<file path="src/rtl/dfos_pkg.sv">
`default_nettype none
package dfos_pkg;

    localparam int DEPTH_W  = 16;
    localparam int COL_W    = 10;
    localparam int CFG_IDX_W = 2;
    localparam int CFG_DATA_W = 16;

    localparam int DFOS_FRAME_WIDTH = 640;

    localparam logic [DEPTH_W-1:0] OBST_DIST_RST = 16'd500;
    localparam logic [COL_W-1:0]   CENTRE_COL_RST = 10'd320;

    typedef enum logic [CFG_IDX_W-1:0] {
        CFG_OBST_DIST  = 2'd0,
        CFG_CENTRE_COL = 2'd1
    } t_cfg_idx;

    typedef enum logic [1:0] {
        ACT_FORWARD = 2'd0,
        ACT_STOP    = 2'd1,
        ACT_LEFT    = 2'd2,
        ACT_RIGHT   = 2'd3
    } t_action;

    typedef struct packed {
        logic [DEPTH_W-1:0] depth;
        logic [COL_W-1:0]   column;
        logic               frame_end;
    } t_pixel;

    typedef struct packed {
        logic [DEPTH_W-1:0] obst_dist;
        logic [COL_W-1:0]   centre_col;
    } t_cfg;

    typedef struct packed {
        t_action            action;
        logic [DEPTH_W-1:0] nearest_depth;
        logic [COL_W-1:0]   deepest_column;
    } t_result;

    function automatic t_action steer_next(
        input t_action            cur,
        input logic [DEPTH_W-1:0] nearest,
        input logic [COL_W-1:0]   deep_col,
        input t_cfg               cfg
    );
        logic    blocked;
        t_action nxt;
        blocked = (nearest <= cfg.obst_dist);
        case (cur)
            ACT_FORWARD: nxt = blocked ? ACT_STOP : ACT_FORWARD;
            ACT_STOP: begin
                if (!blocked) begin
                    nxt = ACT_FORWARD;
                end else begin
                    nxt = (deep_col > cfg.centre_col) ? ACT_LEFT : ACT_RIGHT;
                end
            end
            ACT_LEFT:    nxt = blocked ? ACT_LEFT : ACT_STOP;
            ACT_RIGHT:   nxt = blocked ? ACT_RIGHT : ACT_STOP;
            default:     nxt = ACT_STOP;
        endcase
        return nxt;
    endfunction

endpackage
`default_nettype wire

</file>
<file path="src/rtl/dfos_if.sv">
`default_nettype none
interface dfos_pix_if;
    import dfos_pkg::*;
    logic               valid;
    logic               ready;
    logic [DEPTH_W-1:0] depth;
    logic [COL_W-1:0]   column;
    logic               frame_end;
    modport source (output valid, output depth, output column, output frame_end, input ready);
    modport sink   (input valid, input depth, input column, input frame_end, output ready);
endinterface

interface dfos_res_if;
    import dfos_pkg::*;
    logic               valid;
    logic               ready;
    logic [1:0]         action;
    logic [DEPTH_W-1:0] nearest_depth;
    logic [COL_W-1:0]   deepest_column;
    modport source (output valid, output action, output nearest_depth,
                    output deepest_column, input ready);
    modport sink   (input valid, input action, input nearest_depth,
                    input deepest_column, output ready);
endinterface

interface dfos_cfg_if;
    import dfos_pkg::*;
    logic                  valid;
    logic                  ready;
    logic [CFG_IDX_W-1:0]  index;
    logic [CFG_DATA_W-1:0] data;
    modport source (output valid, output index, output data, input ready);
    modport sink   (input valid, input index, input data, output ready);
endinterface
`default_nettype wire

</file>
<file path="src/rtl/dfos_in_reg.sv">
`default_nettype none
module dfos_in_reg (
    input  wire logic            i_clk,
    input  wire logic            i_rst_n,
    input  wire logic            i_valid,
    output logic                 o_ready,
    input  wire dfos_pkg::t_pixel i_pix,
    output logic                 o_valid,
    output dfos_pkg::t_pixel     o_pix,
    input  wire logic            i_take
);
    import dfos_pkg::*;

    logic   r_valid;
    t_pixel r_pix;

    // load a new word whenever the held one leaves or none is held
    assign o_ready = !r_valid || i_take;
    assign o_valid = r_valid;
    assign o_pix   = r_pix;

    always_ff @(posedge i_clk) begin
        if (!i_rst_n) begin
            r_valid <= 1'b0;
        end else if (o_ready) begin
            r_valid <= i_valid;
        end
    end

    always_ff @(posedge i_clk) begin
        if (o_ready && i_valid) begin
            r_pix <= i_pix;
        end
    end

endmodule
`default_nettype wire

</file>
<file path="src/rtl/dfos_core.sv">
`default_nettype none
module dfos_core #(
    parameter int FRAME_WIDTH = dfos_pkg::DFOS_FRAME_WIDTH
) (
    input  wire logic             i_clk,
    input  wire logic             i_rst_n,
    input  wire dfos_pkg::t_cfg   i_cfg,
    input  wire logic             i_valid,
    input  wire dfos_pkg::t_pixel i_pix,
    output logic                  o_take,
    output logic                  o_valid,
    input  wire logic             i_ready,
    output dfos_pkg::t_result     o_result
);
    import dfos_pkg::*;

    localparam logic [COL_W:0]   WIDTH_EXT = (COL_W+1)'(FRAME_WIDTH);
    localparam logic [COL_W-1:0] LAST_COL  = COL_W'(FRAME_WIDTH - 1);

    logic               r_frame_open;
    logic               r_any;
    logic [DEPTH_W-1:0] r_near;
    logic [DEPTH_W-1:0] r_deep;
    logic [COL_W-1:0]   r_dcol;
    t_action            r_mode;
    logic               r_out_valid;
    t_result            r_result;

    logic [COL_W-1:0]   col_sat;
    logic               deep_upd;
    logic               near_upd;
    logic               n_any;
    logic [DEPTH_W-1:0] n_near;
    logic [DEPTH_W-1:0] n_deep;
    logic [COL_W-1:0]   n_dcol;
    logic [DEPTH_W-1:0] frame_near;
    t_action            n_mode;
    logic               out_free;
    logic               emit;

    assign out_free = !r_out_valid || i_ready;
    // a frame-end word needs room in the result register; others never stall
    assign o_take   = i_valid && (!i_pix.frame_end || out_free);
    assign emit     = o_take && i_pix.frame_end;

    always_comb begin
        col_sat  = ({1'b0, i_pix.column} >= WIDTH_EXT) ? LAST_COL : i_pix.column;
        deep_upd = !r_frame_open || (i_pix.depth > r_deep);
        near_upd = (i_pix.depth != '0) && (!r_any || (i_pix.depth < r_near));
        n_deep   = deep_upd ? i_pix.depth : r_deep;
        n_dcol   = deep_upd ? col_sat : r_dcol;
        n_near   = near_upd ? i_pix.depth : r_near;
        n_any    = r_any || near_upd;
        frame_near = n_any ? n_near : '0;
        n_mode   = steer_next(r_mode, frame_near, n_dcol, i_cfg);
    end

    always_ff @(posedge i_clk) begin
        if (!i_rst_n) begin
            r_frame_open <= 1'b0;
            r_any        <= 1'b0;
            r_near       <= '0;
            r_deep       <= '0;
            r_dcol       <= '0;
            r_mode       <= ACT_FORWARD;
            r_out_valid  <= 1'b0;
        end else begin
            if (o_take) begin
                if (i_pix.frame_end) begin
                    // clear the accumulators for the next frame
                    r_frame_open <= 1'b0;
                    r_any        <= 1'b0;
                    r_near       <= '0;
                    r_deep       <= '0;
                    r_dcol       <= '0;
                    r_mode       <= n_mode;
                end else begin
                    r_frame_open <= 1'b1;
                    r_any        <= n_any;
                    r_near       <= n_near;
                    r_deep       <= n_deep;
                    r_dcol       <= n_dcol;
                end
            end
            if (emit) begin
                r_out_valid <= 1'b1;
            end else if (i_ready) begin
                r_out_valid <= 1'b0;
            end
        end
    end

    always_ff @(posedge i_clk) begin
        if (emit) begin
            r_result.action         <= n_mode;
            r_result.nearest_depth  <= frame_near;
            r_result.deepest_column <= n_dcol;
        end
    end

    assign o_valid  = r_out_valid;
    assign o_result = r_result;

endmodule
`default_nettype wire

</file>
<file path="src/rtl/depth_frame_obstacle_steering.sv">
`default_nettype none
// A frame-end word passes through the input register, then the statistics
// and steering result register, which gives its result.
// Throughput: one pixel word per cycle, except while a frame-end word waits;
// it waits only while the result register holds an untaken result.
// Reset (synchronous, active low): mode forward, frame statistics cleared,
// obstacle distance 500 and centre column 320.
module depth_frame_obstacle_steering #(
    parameter int FRAME_WIDTH = dfos_pkg::DFOS_FRAME_WIDTH
) (
    input  wire logic   i_clk,
    input  wire logic   i_rst_n,
    dfos_pix_if.sink    i_pix,
    dfos_cfg_if.sink    i_cfg,
    dfos_res_if.source  o_res
);
    import dfos_pkg::*;

    t_cfg    r_cfg;
    t_pixel  in_pix;
    t_pixel  held_pix;
    logic    held_valid;
    logic    core_take;
    t_result result;

    assign i_cfg.ready = 1'b1;

    always_ff @(posedge i_clk) begin
        if (!i_rst_n) begin
            r_cfg.obst_dist  <= OBST_DIST_RST;
            r_cfg.centre_col <= CENTRE_COL_RST;
        end else if (i_cfg.valid) begin
            case (i_cfg.index)
                CFG_OBST_DIST:  r_cfg.obst_dist  <= i_cfg.data;
                CFG_CENTRE_COL: r_cfg.centre_col <= i_cfg.data[COL_W-1:0];
                default: ;
            endcase
        end
    end

    assign in_pix.depth     = i_pix.depth;
    assign in_pix.column    = i_pix.column;
    assign in_pix.frame_end = i_pix.frame_end;

    dfos_in_reg u_in_reg (
        .i_clk   (i_clk),
        .i_rst_n (i_rst_n),
        .i_valid (i_pix.valid),
        .o_ready (i_pix.ready),
        .i_pix   (in_pix),
        .o_valid (held_valid),
        .o_pix   (held_pix),
        .i_take  (core_take)
    );

    dfos_core #(
        .FRAME_WIDTH (FRAME_WIDTH)
    ) u_core (
        .i_clk    (i_clk),
        .i_rst_n  (i_rst_n),
        .i_cfg    (r_cfg),
        .i_valid  (held_valid),
        .i_pix    (held_pix),
        .o_take   (core_take),
        .o_valid  (o_res.valid),
        .i_ready  (o_res.ready),
        .o_result (result)
    );

    assign o_res.action         = result.action;
    assign o_res.nearest_depth  = result.nearest_depth;
    assign o_res.deepest_column = result.deepest_column;

endmodule
`default_nettype wire
</file>
<file path="src/flat_wrapper.sv">
// flat-port wrapper written by rule: the top's interface ports become plain ports
module depth_frame_obstacle_steering_flat import dfos_pkg::*;
#(
    parameter int FRAME_WIDTH = dfos_pkg::DFOS_FRAME_WIDTH
)
  (i_clk, i_rst_n, i_pix_valid, i_pix_depth, i_pix_column, i_pix_frame_end, i_pix_ready, i_cfg_valid, i_cfg_index, i_cfg_data, i_cfg_ready, o_res_valid, o_res_action, o_res_nearest_depth, o_res_deepest_column, o_res_ready);
  dfos_pix_if i_pix_i ();
  dfos_cfg_if i_cfg_i ();
  dfos_res_if o_res_i ();
  input  wire logic i_clk;
  input  wire logic i_rst_n;
  input wire logic [$bits(i_pix_i.valid)-1:0] i_pix_valid;
  input wire logic [$bits(i_pix_i.depth)-1:0] i_pix_depth;
  input wire logic [$bits(i_pix_i.column)-1:0] i_pix_column;
  input wire logic [$bits(i_pix_i.frame_end)-1:0] i_pix_frame_end;
  output wire logic [$bits(i_pix_i.ready)-1:0] i_pix_ready;
  input wire logic [$bits(i_cfg_i.valid)-1:0] i_cfg_valid;
  input wire logic [$bits(i_cfg_i.index)-1:0] i_cfg_index;
  input wire logic [$bits(i_cfg_i.data)-1:0] i_cfg_data;
  output wire logic [$bits(i_cfg_i.ready)-1:0] i_cfg_ready;
  output wire logic [$bits(o_res_i.valid)-1:0] o_res_valid;
  output wire logic [$bits(o_res_i.action)-1:0] o_res_action;
  output wire logic [$bits(o_res_i.nearest_depth)-1:0] o_res_nearest_depth;
  output wire logic [$bits(o_res_i.deepest_column)-1:0] o_res_deepest_column;
  input wire logic [$bits(o_res_i.ready)-1:0] o_res_ready;
  assign i_pix_i.valid = i_pix_valid;
  assign i_pix_i.depth = i_pix_depth;
  assign i_pix_i.column = i_pix_column;
  assign i_pix_i.frame_end = i_pix_frame_end;
  assign i_pix_ready = i_pix_i.ready;
  assign i_cfg_i.valid = i_cfg_valid;
  assign i_cfg_i.index = i_cfg_index;
  assign i_cfg_i.data = i_cfg_data;
  assign i_cfg_ready = i_cfg_i.ready;
  assign o_res_valid = o_res_i.valid;
  assign o_res_action = o_res_i.action;
  assign o_res_nearest_depth = o_res_i.nearest_depth;
  assign o_res_deepest_column = o_res_i.deepest_column;
  assign o_res_i.ready = o_res_ready;
  depth_frame_obstacle_steering #(.FRAME_WIDTH(FRAME_WIDTH)) u_core (.i_clk(i_clk), .i_rst_n(i_rst_n), .i_pix(i_pix_i), .i_cfg(i_cfg_i), .o_res(o_res_i));
endmodule
</file>
<file path="config.mk">
export PLATFORM = sky130hd
export DESIGN_NAME = depth_frame_obstacle_steering_flat
export DESIGN_NICKNAME = d
export VERILOG_FILES = /design/src/rtl/dfos_pkg.sv /design/src/rtl/dfos_if.sv /design/src/rtl/dfos_in_reg.sv /design/src/rtl/dfos_core.sv /design/src/rtl/depth_frame_obstacle_steering.sv /design/src/flat_wrapper.sv
export SDC_FILE = /design/constraint.sdc
export NUM_CORES = 1
export LEC_CHECK = 0
export BUFFER_PORTS_ARGS = -buffer_cell sky130_fd_sc_hd__buf_2
export CORE_MARGIN = 4
export CORE_UTILIZATION = 57
export CTS_BUF_LIST = sky130_fd_sc_hd__clkbuf_16
export CTS_CLUSTER_SIZE = 20
export DETAILED_ROUTE_END_ITERATION = 8
export PLACE_DENSITY = 0.9
export SYNTH_ARGS = -nofsm -noshare
export SYNTH_HDL_FRONTEND = slang
export SYNTH_SLANG_ARGS = --single-unit
</file>
<file path="constraint.sdc">
create_clock -name i_clk -period 4.9 [get_ports i_clk]
set_input_delay 0.245 -clock i_clk [delete_from_list [all_inputs] [get_ports i_clk]]
set_output_delay 0.245 -clock i_clk [all_outputs]
set_load 0.05 [all_outputs]
</file>
; Word level (Yosys, flattened, before mapping)
; Index checks and enable logic that the tools add are counted.
[classes]
n_reduce_logical = 24
magnitude_cmp = 5
bitwise_logic = 0
n_mux = 18
add_sub_neg = 0
multipliers = 0
n_eq_ne = 4
shift = 0
div = 0
[ops]
columns = operator, n
row1 = two-way mux 16 bit, 5
row2 = two-way mux 10 bit, 3
row3 = greater-than comparator 16 bit, 1
row4 = <= comparator 16 bit, 1
row5 = less-than comparator 16 bit, 1
row6 = nonzero test 16 bit, 1
row7 = >= comparator 10 bit (second input constant), 1
row8 = greater-than comparator 10 bit, 1
row9 = case mux 2 bit (4 select lines), 1
row10 = AND reduction 2 bit, 4
row11 = logical OR 1 bit, 6
row12 = two-way mux 1 bit, 6
row13 = two-way mux 2 bit, 3
row14 = zero test 1 bit, 5
row15 = equality test 2 x 1 -> 1 bit (second input constant), 2
row16 = equality test 2 bit (second input constant), 2
row17 = logical AND 1 bit, 4
row18 = zero test 2 bit, 2
row19 = nonzero test 2 bit, 2
[word_totals]
wordCells = 67
ff_bits = 129
latchBits = 0
memories = 0
input_bits = 50
mem_bits_rw = 0
rom_bits = 0
output_inout_bits = 31

; Logic depth before layout (Yosys ltp)
; Gate-level depths: netlist (run 1).
[depth]
depth_word = 8
ltp_mapped = 16
ltp_nobuf = 15

; Modules after synthesis
; From an unflattened synthesis (run 1), not the netlist that was laid out.
[unflattened]
hier_cells = 572
area_unflattened_um2 = 6249.7
[modules_own_cells]
columns = module, area_each_um2, seq_area_each_um2, n_inst, cells_per_inst
row1 = dfos_core, 4299.1, 1781.7, 1, 430
row2 = depth_frame_obstacle_steering, 1082.3, 520.5, 1, 110
row3 = dfos_in_reg, 868.3, 830.8, 1, 32

; Worst setup path before layout (run 1)
; Ideal clock, no wire load.
[synth_timing]
path_type = register to register
start = register u_core.u_in_reg.r_pix (netlist bit u_core.u_in_reg.o_pix[12])
end = register u_core.u_core.r_mode[0]
n_path_buf = 1
t_required_ns = 4.829
arrival_ns = 3.752
slack_ns = 1.077
stages_incl_launch_ff = 15
period_less_slack_ns = 3.823
setup_time_ns = 0.071
path_cell_list = edfxtp_1 ha_1 a2111o_1 a311o_1 a21oi_1 nand2_1 buf_2 a32o_1 ha_1 a21oi_1 o21ai_0 a221o_1 o31a_1 or3_1 a21oi_1
[synth_via]
elab_chain_cells = 8
elab_cells_between_ends = 17
cone_classes = order compare: 4 / mux: 8 / reduce/logical: 5
[synth_lines]
columns = item, line
row1 = "start, declared", dfos_in_reg.sv:15  ; t_pixel r_pix;
row2 = "start signal, assigned", dfos_in_reg.sv:32  ; r_pix <= i_pix;
row3 = less-than comparator 16 bit, dfos_core.sv:49  ; near_upd = (i_pix.depth != '0) && (!r_any || (i_pix.depth < r_near));
row4 = logical OR 1 bit, dfos_core.sv:49
row5 = logical AND 1 bit (*), dfos_core.sv:49
row6 = two-way mux 16 bit or logical OR 1 bit (tied branches), "dfos_core.sv:52, dfos_core.sv:53"
row7 = two-way mux 16 bit (*), dfos_core.sv:54  ; frame_near = n_any ? n_near : '0;
row8 = via u_core.u_core.frame_near[5], dfos_core.sv:36  ; logic [DEPTH_W-1:0] frame_near;
row9 = <= comparator 16 bit (*), dfos_pkg.sv:51  ; blocked = (nearest <= cfg.obst_dist);
row10 = "two-way mux 2 bit, or another cell as far along", dfos_pkg.sv:61  ; ACT_LEFT: nxt = blocked ? ACT_LEFT : ACT_STOP;
row11 = case mux 2 bit (4 select lines) (*), dfos_pkg.sv:52  ; case (cur)
row12 = "end signal, assigned", dfos_core.sv:76  ; r_mode <= n_mode;
row13 = "end, declared", dfos_core.sv:25  ; t_action r_mode;
; Mark *: on every way through the listed nets, which the timed path passes. The rest lies on a longest branch.
; A chain may end at the register's enable or synchronous reset.

; Final worst setup path (run 1)
[layout_timing]
start = register u_core.u_in_reg.r_pix (netlist bit u_core.u_in_reg.o_pix[11])
end = register u_core.u_core.r_mode[0]
; Same word-level chain as after synthesis.

==> reports/results.txt, run 1 <==
I/O Pins -> 81
DIE AREA -> 12200 um^2
Root Driver -> clkbuf_16
Setup TNS -> 0 ps
Clock transition at path regs -> 50 ps
Setup violators final -> 0
Cell Area, Synth -> 5980 um^2
Total Nets Final -> 738
Clock Skew -> 7.25 ps
Critical path class -> reg -> reg
Post-synth EDFFs -> 55
WL final -> 15000 um
Primary FF master, synth -> dfxtp_1
Starting Density -> 58.2%
Yosys Warn Count -> 0
Post-DP Area -> 6490 um^2
Final Max Tran Viols -> 0
Gr usage total -> 25.2%
Post-CTS Setup Bufs -> 0
Syn_area_per_cell -> 11.1 um^2
Routed wire per std cell -> 19.2 um
Vias per inst -> 6.08
Antenna viol nets, final -> 0
Rows -> 37
Worst setup EP type -> flop
1st-pass router iterations -> 5
Placeable Area -> 10300 um^2
CTS hold repair buffers -> 10
Area growth from synthesis to layout -> 20.1%
Layout cell share with drive strength beyond 1 -> 19.1%
CTS tree -> yes
Max-Slew Margin vs Limit -> 18.2%
MaxCap Viol Count -> 0
DRC viols -> 0
# diodes -> 0
Clock latency on the worst-skew pair -> 420 ps
GPL Wtd Cong -> 0.888
Largest net degree at the start of global routing -> 33
Tightest Hold Check Type -> in -> reg
Critical Path Start Type -> flop
TritonCTS Sinks -> 129
Post-synth ARST share -> 0%
Grt ovf -> 0
Worst-path fanout max -> 17
First-pass GRT wire length -> 24600 um
Final core occ -> 69.9%
Cells after Synth -> 541
Vias in the first global route -> 4945
Hold Startpoint -> i_pix_depth[5]
Final min period -> 4430 ps
Critical Path AT -> 4760 ps
Post-route cell area -> 7180 um^2
#FFs+latches synth -> 129
R2r setup slk -> 470 ps
Synth cell types -> 49
Clock buffer depth -> 2
Number of CTS-inserted buffers -> 17
CP Launch Point -> u_core.u_in_reg.o_pix[11]$_DFFE_PP_
VDD IR-drop max -> 0.214 mV
DR iter-0 viols -> 444
Final hold vios -> 0
R2r startpoint -> u_core.u_in_reg.o_pix[11]$_DFFE_PP_
Post-Syn Nets -> 648
F_max -> 0.225 GHz
Outcome -> finished, final reports clean
Sequential-to-total area share from yosys stat -> 52.4%
Crit path required time -> 5220 ps
# H-tree levels -> 4
Cell Pwr Density -> 383 nW/um^2
Initial antenna violation count -> 0
Dpl hpwl -> 10200 um
Port Buffer Count -> 79
Post_cts resized -> 0
Tcrit/Tclk final -> 90.5%
Die Wd -> 110 um
Worst Tran Pin Value -> 1230 ps
RSZ-0062 raised after global routing -> false
DR vias -> 4739
Die H -> 110 um
Leak -> 0.00293 uW
==> worst max-delay path: stages (launching register included) <==
cell	delay, ps
edfxtp_1	530
nand2b_1	230
a2111o_1	430
a311o_1	420
a21oi_1	190
nand2_1	390
a32o_1	440
ha_1	330
nand4_1	150
nor4_1	400
nand4_1	160
o31a_1	190
or3_1	360
a21oi_1	130
==> synth_stat cells, types with 5 or more instances <==
| cell type | n | area (um^2) |
|---|---|---|
| mux2_2 | 10 | 113 |
| o211ai_1 | 8 | 60.1 |
| mux2i_1 | 8 | 80.1 |
| nand4_1 | 12 | 75.1 |
| ha_1 | 57 | 713 |
| clkbuf_1 | 13 | 48.8 |
| edfxtp_1 | 55 | 1650 |
| a32o_1 | 16 | 160 |
| a21oi_1 | 36 | 180 |
| dfxtp_1 | 74 | 1480 |
| nand2b_1 | 12 | 75.1 |
| a22o_1 | 42 | 368 |
| nand2_1 | 45 | 169 |
| nor2b_1 | 6 | 37.5 |
| nand3_1 | 5 | 25.0 |
| inv_1 | 63 | 236 |
| nor4_1 | 6 | 37.5 |
| o21ai_0 | 13 | 65.1 |
| nor2_1 | 17 | 63.8 |
==> metrics by stage <==
stage	setup slack [ps]	hold WS (ps)	instances	power, uW
final	465	10.1	780	2750
after global routing	265	0.262	780	2840
after CTS	546	0.246	780	2750
after detailed placement	679	423	738	1500
after global placement	835	422	738	1480
after floorplan	1080	344	541	1410
==> registers in the layout, summed over array words and instances, names as in the netlist <==
name	count
u_core.u_in_reg.o_pix	27
u_core.u_core.r_deep	16
u_core.u_core.r_frame_open	1
u_core.u_core.r_mode	2
u_core.r_cfg	26
u_core.u_core.r_dcol	10
u_core.u_core.o_valid	1
u_core.u_core.o_result	28
u_core.u_in_reg.o_valid	1
u_core.u_core.r_near	16
u_core.u_core.r_any	1
==> layout by cell type, fill, tap and decap left out, drive strengths merged, types with 4 or more instances in the layout <==
cell type,instances
o21ai,14
mux2i,8
o211ai,8
edfxtp,55
nand2,45
nor2,17
nor4,6
buf,82
a32o,16
a21oi,36
nand2b,12
clkbuf,19
nand4,12
clkinv,4
nor2b,6
ha,57
nand3,5
inv,68
mux2,10
dlygate4sd3,10
dfxtp,74
a22o,42
a21o,4
==> path summary, 6_finish.rpt <==
path	cells past startpoint	endpoint
worst min register to register	2	u_core.r_cfg[19]$_SDFFE_PN0P_
worst min-delay path	1	u_core.u_in_reg.o_pix[16]$_DFFE_PP_
worst max-delay path	13	u_core.u_core.r_mode[0]$_SDFFE_PN0P_
worst max register to register	13	u_core.u_core.r_mode[0]$_SDFFE_PN0P_
==> where the power goes <==
group | total, uW | internal (uW) | switching (uW)
sequential | 1210 | 1170 | 39.9
clock | 1250 | 796 | 456
combinational | 287 | 112 | 175
==> routing by layer <==
metal	routed length, um	up-vias	part of all wire [%]	track usage (%)
met5	0	-	0	0
met4	496	0	3.3	12.6
met3	1030	51	6.9	4.99
met2	7530	239	50	43.0
met1	5930	2276	40	30.3
li1	-	2173	-	-
==> logic make-up (layout without fill, tap and decap cells) <==
| group | count (synthesis) | in the layout | synth area share (%) |
|---|---|---|---|
| AND/OR/NAND/NOR | 111 | 111 | 9.08 |
| AO/OA/AOI/OAI | 140 | 140 | 17.7 |
| buffers and inverters | 85 | 188 | 5.67 |
| multiplexers | 18 | 18 | 3.22 |
| adder cells (fa/ha/maj) | 57 | 57 | 11.9 |
| flip-flops | 129 | 129 | 52.4 |
| other | 1 | 1 | 0.0627 |
==> cell type report <==
type | instances | area, um^2
clock inverter | 13 | 116
sequential | 129 | 3130
multi-input combinational | 327 | 2530
tap | 136 | 170
inverter | 64 | 240
clock buffer | 19 | 475
fill | 699 | 3100
timing repair buffer | 92 | 518
(Power assumes the default switching activity.)
==> run 2: changes to the inputs <==
Settings changed: CTS_BUF_LIST sky130_fd_sc_hd__clkbuf_16 to not set.
==> reports/results.txt, run 2 (same netlist as run 1, synthesis figures left out) <==
Outcome -> finished, final reports clean (unchanged)
Clock buffer depth -> 2 (unchanged)
Vias per inst -> 6.07 (was 6.08)
Hold Slack -> 30.5 ps (was 10.1 ps)
Hold Startpoint -> o_res_ready (was i_pix_depth[5])
Initial antenna violation count -> 0 (unchanged)
Non-Filler Instances -> 818 (was 780)
Rows -> 37 (unchanged)
Tcrit/Tclk final -> 91.8% (was 90.5%)
Pwr Total -> 2800 uW (was 2750 uW)
Largest net degree at the start of global routing -> 33 (unchanged)
Crit path required time -> 5340 ps (was 5220 ps)
R2r startpoint -> u_core.u_in_reg.o_pix[14]$_DFFE_PP_ (was u_core.u_in_reg.o_pix[11]$_DFFE_PP_)
Grt ovf -> 0 (unchanged)
CP cell instances -> ha_1 -> a2111o_1 -> a311o_1 -> a21oi_1 -> nand2_1 -> a32o_1 -> ha_1 -> nand4_1 -> nor4_1 -> nand4_1 -> o31a_1 -> or3_1 -> a21oi_1 (was nand2b_1 -> a2111o_1 -> a311o_1 -> a21oi_1 -> nand2_1 -> a32o_1 -> ha_1 -> nand4_1 -> nor4_1 -> nand4_1 -> o31a_1 -> or3_1 -> a21oi_1)
Post-DP Area -> 6490 um^2 (unchanged)
Starting Density -> 58.2% (unchanged)
WL final -> 15900 um (was 15000 um)
Number of CTS-inserted buffers -> 17 (unchanged)
Crit path max-delay family -> compound AO/OA/AOI/OAI gates (unchanged)
Worst Tran Pin Value -> 1250 ps (was 1230 ps)
Worst-path fanout max -> 17 (unchanged)
Max stage delay on crit path -> 500 ps (was 530 ps)
Clock latency on the worst-skew pair -> 540 ps (was 420 ps)
F_max -> 0.222 GHz (was 0.225 GHz)
RSZ-0062 raised after global routing -> false (unchanged)
Bufs and invs on worst path -> 0 (unchanged)
Max-Slew Margin vs Limit -> 16.9% (was 18.2%)
FF+latch area -> 3130 um^2 (unchanged)
Final min period -> 4500 ps (was 4430 ps)
Reg2Reg Depth -> 13 (unchanged)
Dpl hpwl -> 10200 um (unchanged)
GPL Wtd Cong -> 0.888 (unchanged)
Max stage delay cell, worst path -> edfxtp_1 (unchanged)
Commonest non-fill, non-tap cell in the layout -> buf_2 (unchanged)
R2r endpoint -> u_core.u_core.r_mode[0]$_SDFFE_PN0P_ (unchanged)
Max reg flops -> 28 (unchanged)
Total Nets Final -> 776 (was 738)
Leak -> 0.00307 uW (was 0.00293 uW)
Worst setup EP type -> flop (unchanged)
Critical path class -> reg -> reg (unchanged)
Port Buffer Count -> 79 (unchanged)
# diodes -> 0 (unchanged)
Clock transition at path regs -> 60 ps (was 50 ps)
# H-tree levels -> 4 (unchanged)
CTS tree -> yes (unchanged)
Critical Path AT -> 4940 ps (was 4760 ps)
Die H -> 110 um (unchanged)
Area occupied by multi-input gates -> 2530 um^2 (unchanged)
Clock Skew -> 8.74 ps (was 7.25 ps)
Most frequent cells in the layout -> buf_2 (79), dfxtp_1 (74), inv_1 (63) (was buf_2 (79), dfxtp_1 (74), inv_1 (67))
Area growth from synthesis to layout -> 26.6% (was 20.1%)
Critical Path Start Type -> flop (unchanged)
Total of fill cells in the finished design -> 630 (was 699)
Final Max Tran Viols -> 0 (unchanged)
DIE AREA -> 12200 um^2 (unchanged)
Placed cell count -> 738 (unchanged)
I/O Pins -> 81 (unchanged)
Die Wd -> 110 um (unchanged)
Cell Pwr Density -> 370 nW/um^2 (was 383 nW/um^2)
Gr usage total -> 26.4% (was 25.2%)
Routed wire per std cell -> 19.4 um (was 19.2 um)
R2r setup slk -> 400 ps (was 470 ps)
First-pass GRT wire length -> 25900 um (was 24600 um)
Crit. path cell count -> 13 (unchanged)
Post-route cell area -> 7570 um^2 (was 7180 um^2)
Setup violators final -> 0 (unchanged)
MaxCap Viol Count -> 0 (unchanged)
1st-pass router iterations -> 6 (was 5)
Hold Crit Depth -> 3 (was 1)
Antenna viol nets, final -> 0 (unchanged)
Root Driver -> clkbuf_8 (was clkbuf_16)
DR vias -> 4968 (was 4739)
DR iter-0 viols -> 601 (was 444)
Setup TNS -> 0 ps (unchanged)
Final hold vios -> 0 (unchanged)
TritonCTS Sinks -> 129 (unchanged)
Layout cell share with drive strength beyond 1 -> 18.3% (was 19.1%)
Placeable Area -> 10300 um^2 (unchanged)
VDD IR-drop max -> 0.234 mV (was 0.214 mV)
Vias in the first global route -> 5157 (was 4945)
Hold-critical path endpoint -> u_core.u_core.o_valid$_SDFFE_PN0P_ (was u_core.u_in_reg.o_pix[16]$_DFFE_PP_)
DRC viols -> 0 (unchanged)
Tightest Hold Check Type -> in -> reg (unchanged)
## run 2: power breakdown
group	switching, uW	internal [uW]	leakage [uW]
logic	183	132	0.00166
registers	39.9	1170	0.00112
clock network	463	812	0.000285
## run 2: stage by stage
stage / worst slack (ps) / util (%)
after detailed placement: 679 / 63.1
after CTS: 602 / 73.7
after global routing: 240 / 73.7
after global placement: 835 / 63.1
final: 403 / 73.7
after floorplan: 1080 / -
## run 2: metal layers
metal | wire (um) | global-route usage, %
met1 | 6210 | 31.4
met2 | 7950 | 45.0
met3 | 1200 | 5.81
met4 | 547 | 13.4
met5 | 0 | 0
## run 2: worst min-delay path, stage by stage
cell      delay, ps
buf_2            90
nand2b_1        100
a21oi_1          70
## run 2: worst max-delay path by stage
stage / end / slack, ps / start
6_report: u_core.u_core.r_mode[0]$_SDFFE_PN0P_ / 400 / u_core.u_in_reg.o_pix[14]$_DFFE_PP_
3_3_place_gp: u_core.u_core.r_mode[0]$_SDFFE_PN0P_ / 830 / u_core.u_in_reg.o_pix[12]$_DFFE_PP_
2_1_floorplan: u_core.u_core.r_mode[0]$_SDFFE_PN0P_ / 1080 / u_core.u_in_reg.o_pix[12]$_DFFE_PP_
3_5_place_dp: u_core.u_core.r_mode[0]$_SDFFE_PN0P_ / 680 / u_core.u_in_reg.o_pix[14]$_DFFE_PP_
5_1_grt: u_core.u_core.r_mode[0]$_SDFFE_PN0P_ / 240 / u_core.u_in_reg.o_pix[14]$_DFFE_PP_
4_1_cts: u_core.u_core.r_mode[0]$_SDFFE_PN0P_ / 600 / u_core.u_in_reg.o_pix[12]$_DFFE_PP_
## run 2: timing repair
action | 4_1_cts | 5_1_grt
hold buffers | 48 | 0
gates resized for setup | 0 | 0
hold endpoints to repair | 50 | 0
buffers inserted | 0 | 0
## run 2: layout make-up
cell class	instances	area share, %
Tap cell	136	2.25
Sequential cell	129	41.4
Clock inverter	7	1.24
Inverter	64	3.17
Multi-Input combinational cell	327	33.4
Clock buffer	25	6.69
Timing Repair Buffer	130	11.9
==> run 3: changes to the inputs <==
Settings changed: CORE_UTILIZATION 57 to 62, PLACE_DENSITY 0.9 to 0.95.
Clock period 4.9 ns to 5.85 ns, I/O delays scaled along.
==> reports/results.txt, run 3 (same netlist as run 1, synthesis figures left out) <==
DP Worst Slack -> 1580 ps (was 679 ps)
Clock latency on the worst-skew pair -> 540 ps (about the same)
Worst path most repeated cell -> a21oi_1
Met1 wire length -> 6350 um (was 6210 um)
CTS tree -> yes (unchanged)
Starting Density -> 64.1% (was 58.2%)
DR vias -> 5128 (was 4968)
Vias in the first global route -> 5089 (was 5157)
Rows -> 35 (was 37)
Port Buffer Count -> 79 (unchanged)
DRC viols -> 0 (unchanged)
Outcome -> finished, final reports clean (unchanged)
DR iter-0 viols -> 737 (was 601)
Most frequent cells in the layout -> buf_2 (79), dfxtp_1 (74), inv_1 (63) (unchanged)
GPL Wtd Cong -> 0.933 (was 0.888)
Crit path required time -> 6280 ps (was 5340 ps)
Routed wire per std cell -> 21.9 um (was 19.4 um)
Hold-critical path endpoint -> u_core.r_cfg[21]$_SDFFE_PN0P_ (was u_core.u_core.o_valid$_SDFFE_PN0P_)
WL final -> 17400 um (was 15900 um)
F_max -> 0.218 GHz (was 0.222 GHz)
Worst-path fanout max -> 17 (unchanged)
R2r endpoint -> u_core.u_core.r_mode[0]$_SDFFE_PN0P_ (unchanged)
Placeable Area -> 9330 um^2 (was 10300 um^2)
R2r setup slk -> 1270 ps (was 400 ps)
Comb pwr share -> 11.6% (was 11.2%)
Max stage delay cell, worst path -> edfxtp_1 (unchanged)
WL met3 -> 1870 um (was 1200 um)
Area growth from synthesis to layout -> 22.6% (was 26.6%)
Largest net degree at the start of global routing -> 33 (unchanged)
TritonCTS Sinks -> 129 (unchanged)
Clock transition at path regs -> 60 ps (about the same)
Hold Startpoint -> i_cfg_data[11] (was o_res_ready)
Die H -> 106 um (was 110 um)
Setup TNS -> 0 ps (unchanged)
Setup violators final -> 0 (unchanged)
Max stage delay on crit path -> 520 ps (was 500 ps)
Sequential power share -> 44.8% (was 43.2%)
Critical path class -> reg -> reg (unchanged)
Cell Pwr Density -> 310 nW/um^2 (was 370 nW/um^2)
Bufs and invs on worst path -> 0 (unchanged)
1st-pass router iterations -> 8 (was 6)
Reg2Reg Depth -> 14 (was 13)
Grt ovf -> 0 (unchanged)
Final hold vios -> 0 (unchanged)
R2r startpoint -> u_core.u_in_reg.o_pix[18]$_DFFE_PP_ (was u_core.u_in_reg.o_pix[14]$_DFFE_PP_)
RSZ-0062 raised after global routing -> false (unchanged)
Number of CTS-inserted buffers -> 17 (unchanged)
Initial antenna violation count -> 1 (was 0)
Tcrit/Tclk final -> 78.3% (was 91.8%)
Tightest Hold Check Type -> in -> reg (unchanged)
Max reg flops -> 28 (unchanged)
Dpl hpwl -> 10300 um (was 10200 um)
# diodes -> 0 (unchanged)
Root Driver -> clkbuf_8 (unchanged)
Final WS setup -> 1270 ps (was 403 ps)
Worst Tran Pin Value -> 1290 ps (was 1250 ps)
Critical Path Start Type -> flop (unchanged)
Total Nets Final -> 758 (was 776)
Vias per inst -> 6.47 (was 6.07)
Layout cell share with drive strength beyond 1 -> 19.1% (was 18.3%)
Gr usage total -> 31.6% (was 26.4%)
Crit path max-delay family -> simple AND/OR/NAND/NOR gates (was compound AO/OA/AOI/OAI gates)
Commonest non-fill, non-tap cell in the layout -> buf_2 (unchanged)
Critical Path AT -> 5010 ps (was 4940 ps)
Leak -> 0.00297 uW (was 0.00307 uW)
Post-CTS Setup Bufs -> 0 (unchanged)
Clock Skew -> 12.0 ps (was 8.74 ps)
DIE AREA -> 11300 um^2 (was 12200 um^2)
First-pass GRT wire length -> 27300 um (was 25900 um)
Antenna viol nets, final -> 0 (unchanged)
Clock buffer depth -> 2 (unchanged)
Met2 Wirelength -> 8230 um (was 7950 um)
I/O Pins -> 81 (unchanged)
CP cell instances -> ha_1 -> a21oi_1 -> nand2_1 -> a311o_1 -> a21oi_1 -> nand2_1 -> a32o_1 -> ha_1 -> nand4_1 -> nor4_1 -> nand4_1 -> o31a_1 -> or3_1 -> a21oi_1 (was ha_1 -> a2111o_1 -> a311o_1 -> a21oi_1 -> nand2_1 -> a32o_1 -> ha_1 -> nand4_1 -> nor4_1 -> nand4_1 -> o31a_1 -> or3_1 -> a21oi_1)
Final Max Tran Viols -> 0 (unchanged)
Total of fill cells in the finished design -> 506 (was 630)
Clock power share -> 43.6% (was 45.5%)
MaxCap Viol Count -> 0 (unchanged)
Hold Crit Depth -> 3 (unchanged)
Max Used Layer -> met5 (was met4)
Worst setup EP type -> flop (unchanged)
Switching share of power -> 27.3% (was 24.5%)
Final min period -> 4580 ps (was 4500 ps)
Pint -> 1650 uW (was 2110 uW)
Die Wd -> 106 um (was 110 um)
VDD IR-drop max -> 0.208 mV (was 0.234 mV)
Pwr Total -> 2270 uW (was 2800 uW)
# H-tree levels -> 4 (unchanged)
Max-Slew Margin vs Limit -> 13.9% (was 16.9%)
Sw Pwr -> 621 uW (was 686 uW)
[run 3: cell count changes in the layout (fill, tap and decap cells not counted), sizes merged]
cell         before  now
inv              64   67
bufinv            2    1
clkinvlp          3    4
clkinv            2    7
dlygate4sd3      48   30
clkbuf           25   17
[run 3: repair_timing]
| action | CTS | global route |
|---|---|---|
| gates resized for setup | 0 | 0 |
| hold buffers | 30 | 0 |
| endpoints found under the hold margin | 30 | 0 |
| endpoints found under the setup margin | 0 | 0 |
[run 3: area by class of cell]
class | instances | area, um^2 | share of cell area, %
clock inverters | 15 | 134 | 1.83
flip-flops and latches | 129 | 3130 | 42.7
clock buffers | 17 | 414 | 5.65
multi-input cells | 327 | 2530 | 34.5
repair buffers | 112 | 718 | 9.80
well taps | 129 | 161 | 2.20
inverters | 64 | 240 | 3.28
[run 3: worst max-delay path by stage]
stage | cells past startpoint | endpoint | start
2_1_floorplan | 14 | u_core.u_core.r_mode[0]$_SDFFE_PN0P_ | u_core.u_in_reg.o_pix[12]$_DFFE_PP_
3_5_place_dp | 13 | u_core.u_core.r_mode[0]$_SDFFE_PN0P_ | u_core.u_in_reg.o_pix[12]$_DFFE_PP_
3_3_place_gp | 13 | u_core.u_core.r_mode[0]$_SDFFE_PN0P_ | u_core.u_in_reg.o_pix[12]$_DFFE_PP_
4_1_cts | 13 | u_core.u_core.r_mode[0]$_SDFFE_PN0P_ | u_core.u_in_reg.o_pix[12]$_DFFE_PP_
6_report | 14 | u_core.u_core.r_mode[0]$_SDFFE_PN0P_ | u_core.u_in_reg.o_pix[18]$_DFFE_PP_
5_1_grt | 14 | u_core.u_core.r_mode[0]$_SDFFE_PN0P_ | u_core.u_in_reg.o_pix[13]$_DFFE_PP_
[run 3: worst reg2reg max path: cells and delay by family (launching register included)]
kind                       cells  cell delay, ps
DFF                            1             520
adders and majority gates      2             710
AOI/OAI and AO/OA              6            1590
and+or+nand+nor                6            1650
[run 3: layer usage]
| metal | up-vias | track usage, % |
|---|---|---|
| met3 | 103 | 7.35 |
| met4 | 2 | 15.8 |
| li1 | 2212 | - |
| met2 | 419 | 51.5 |
| met1 | 2392 | 39.3 |
| met5 | - | 0 |
[run 3: power by group through the flow]
stage	clock, uW	combinational (uW)	sequential, uW
floorplan	0	141	1040
global route	1030	285	1020
detailed placement	0	229	1030
CTS	982	254	1010
global placement	0	213	1030
finish	991	264	1020
[run 3: through the flow]
step           instances  hold WS (ps)  area, um^2  util (%)
6_report             793          8.81        7330      78.6
5_1_grt              793          23.4        7330      78.6
4_1_cts              793          1.73        7330      78.6
3_5_place_dp         731           452        6480      69.5
3_3_place_gp         731           445        6480      69.5
2_1_floorplan        541           391        5980         -
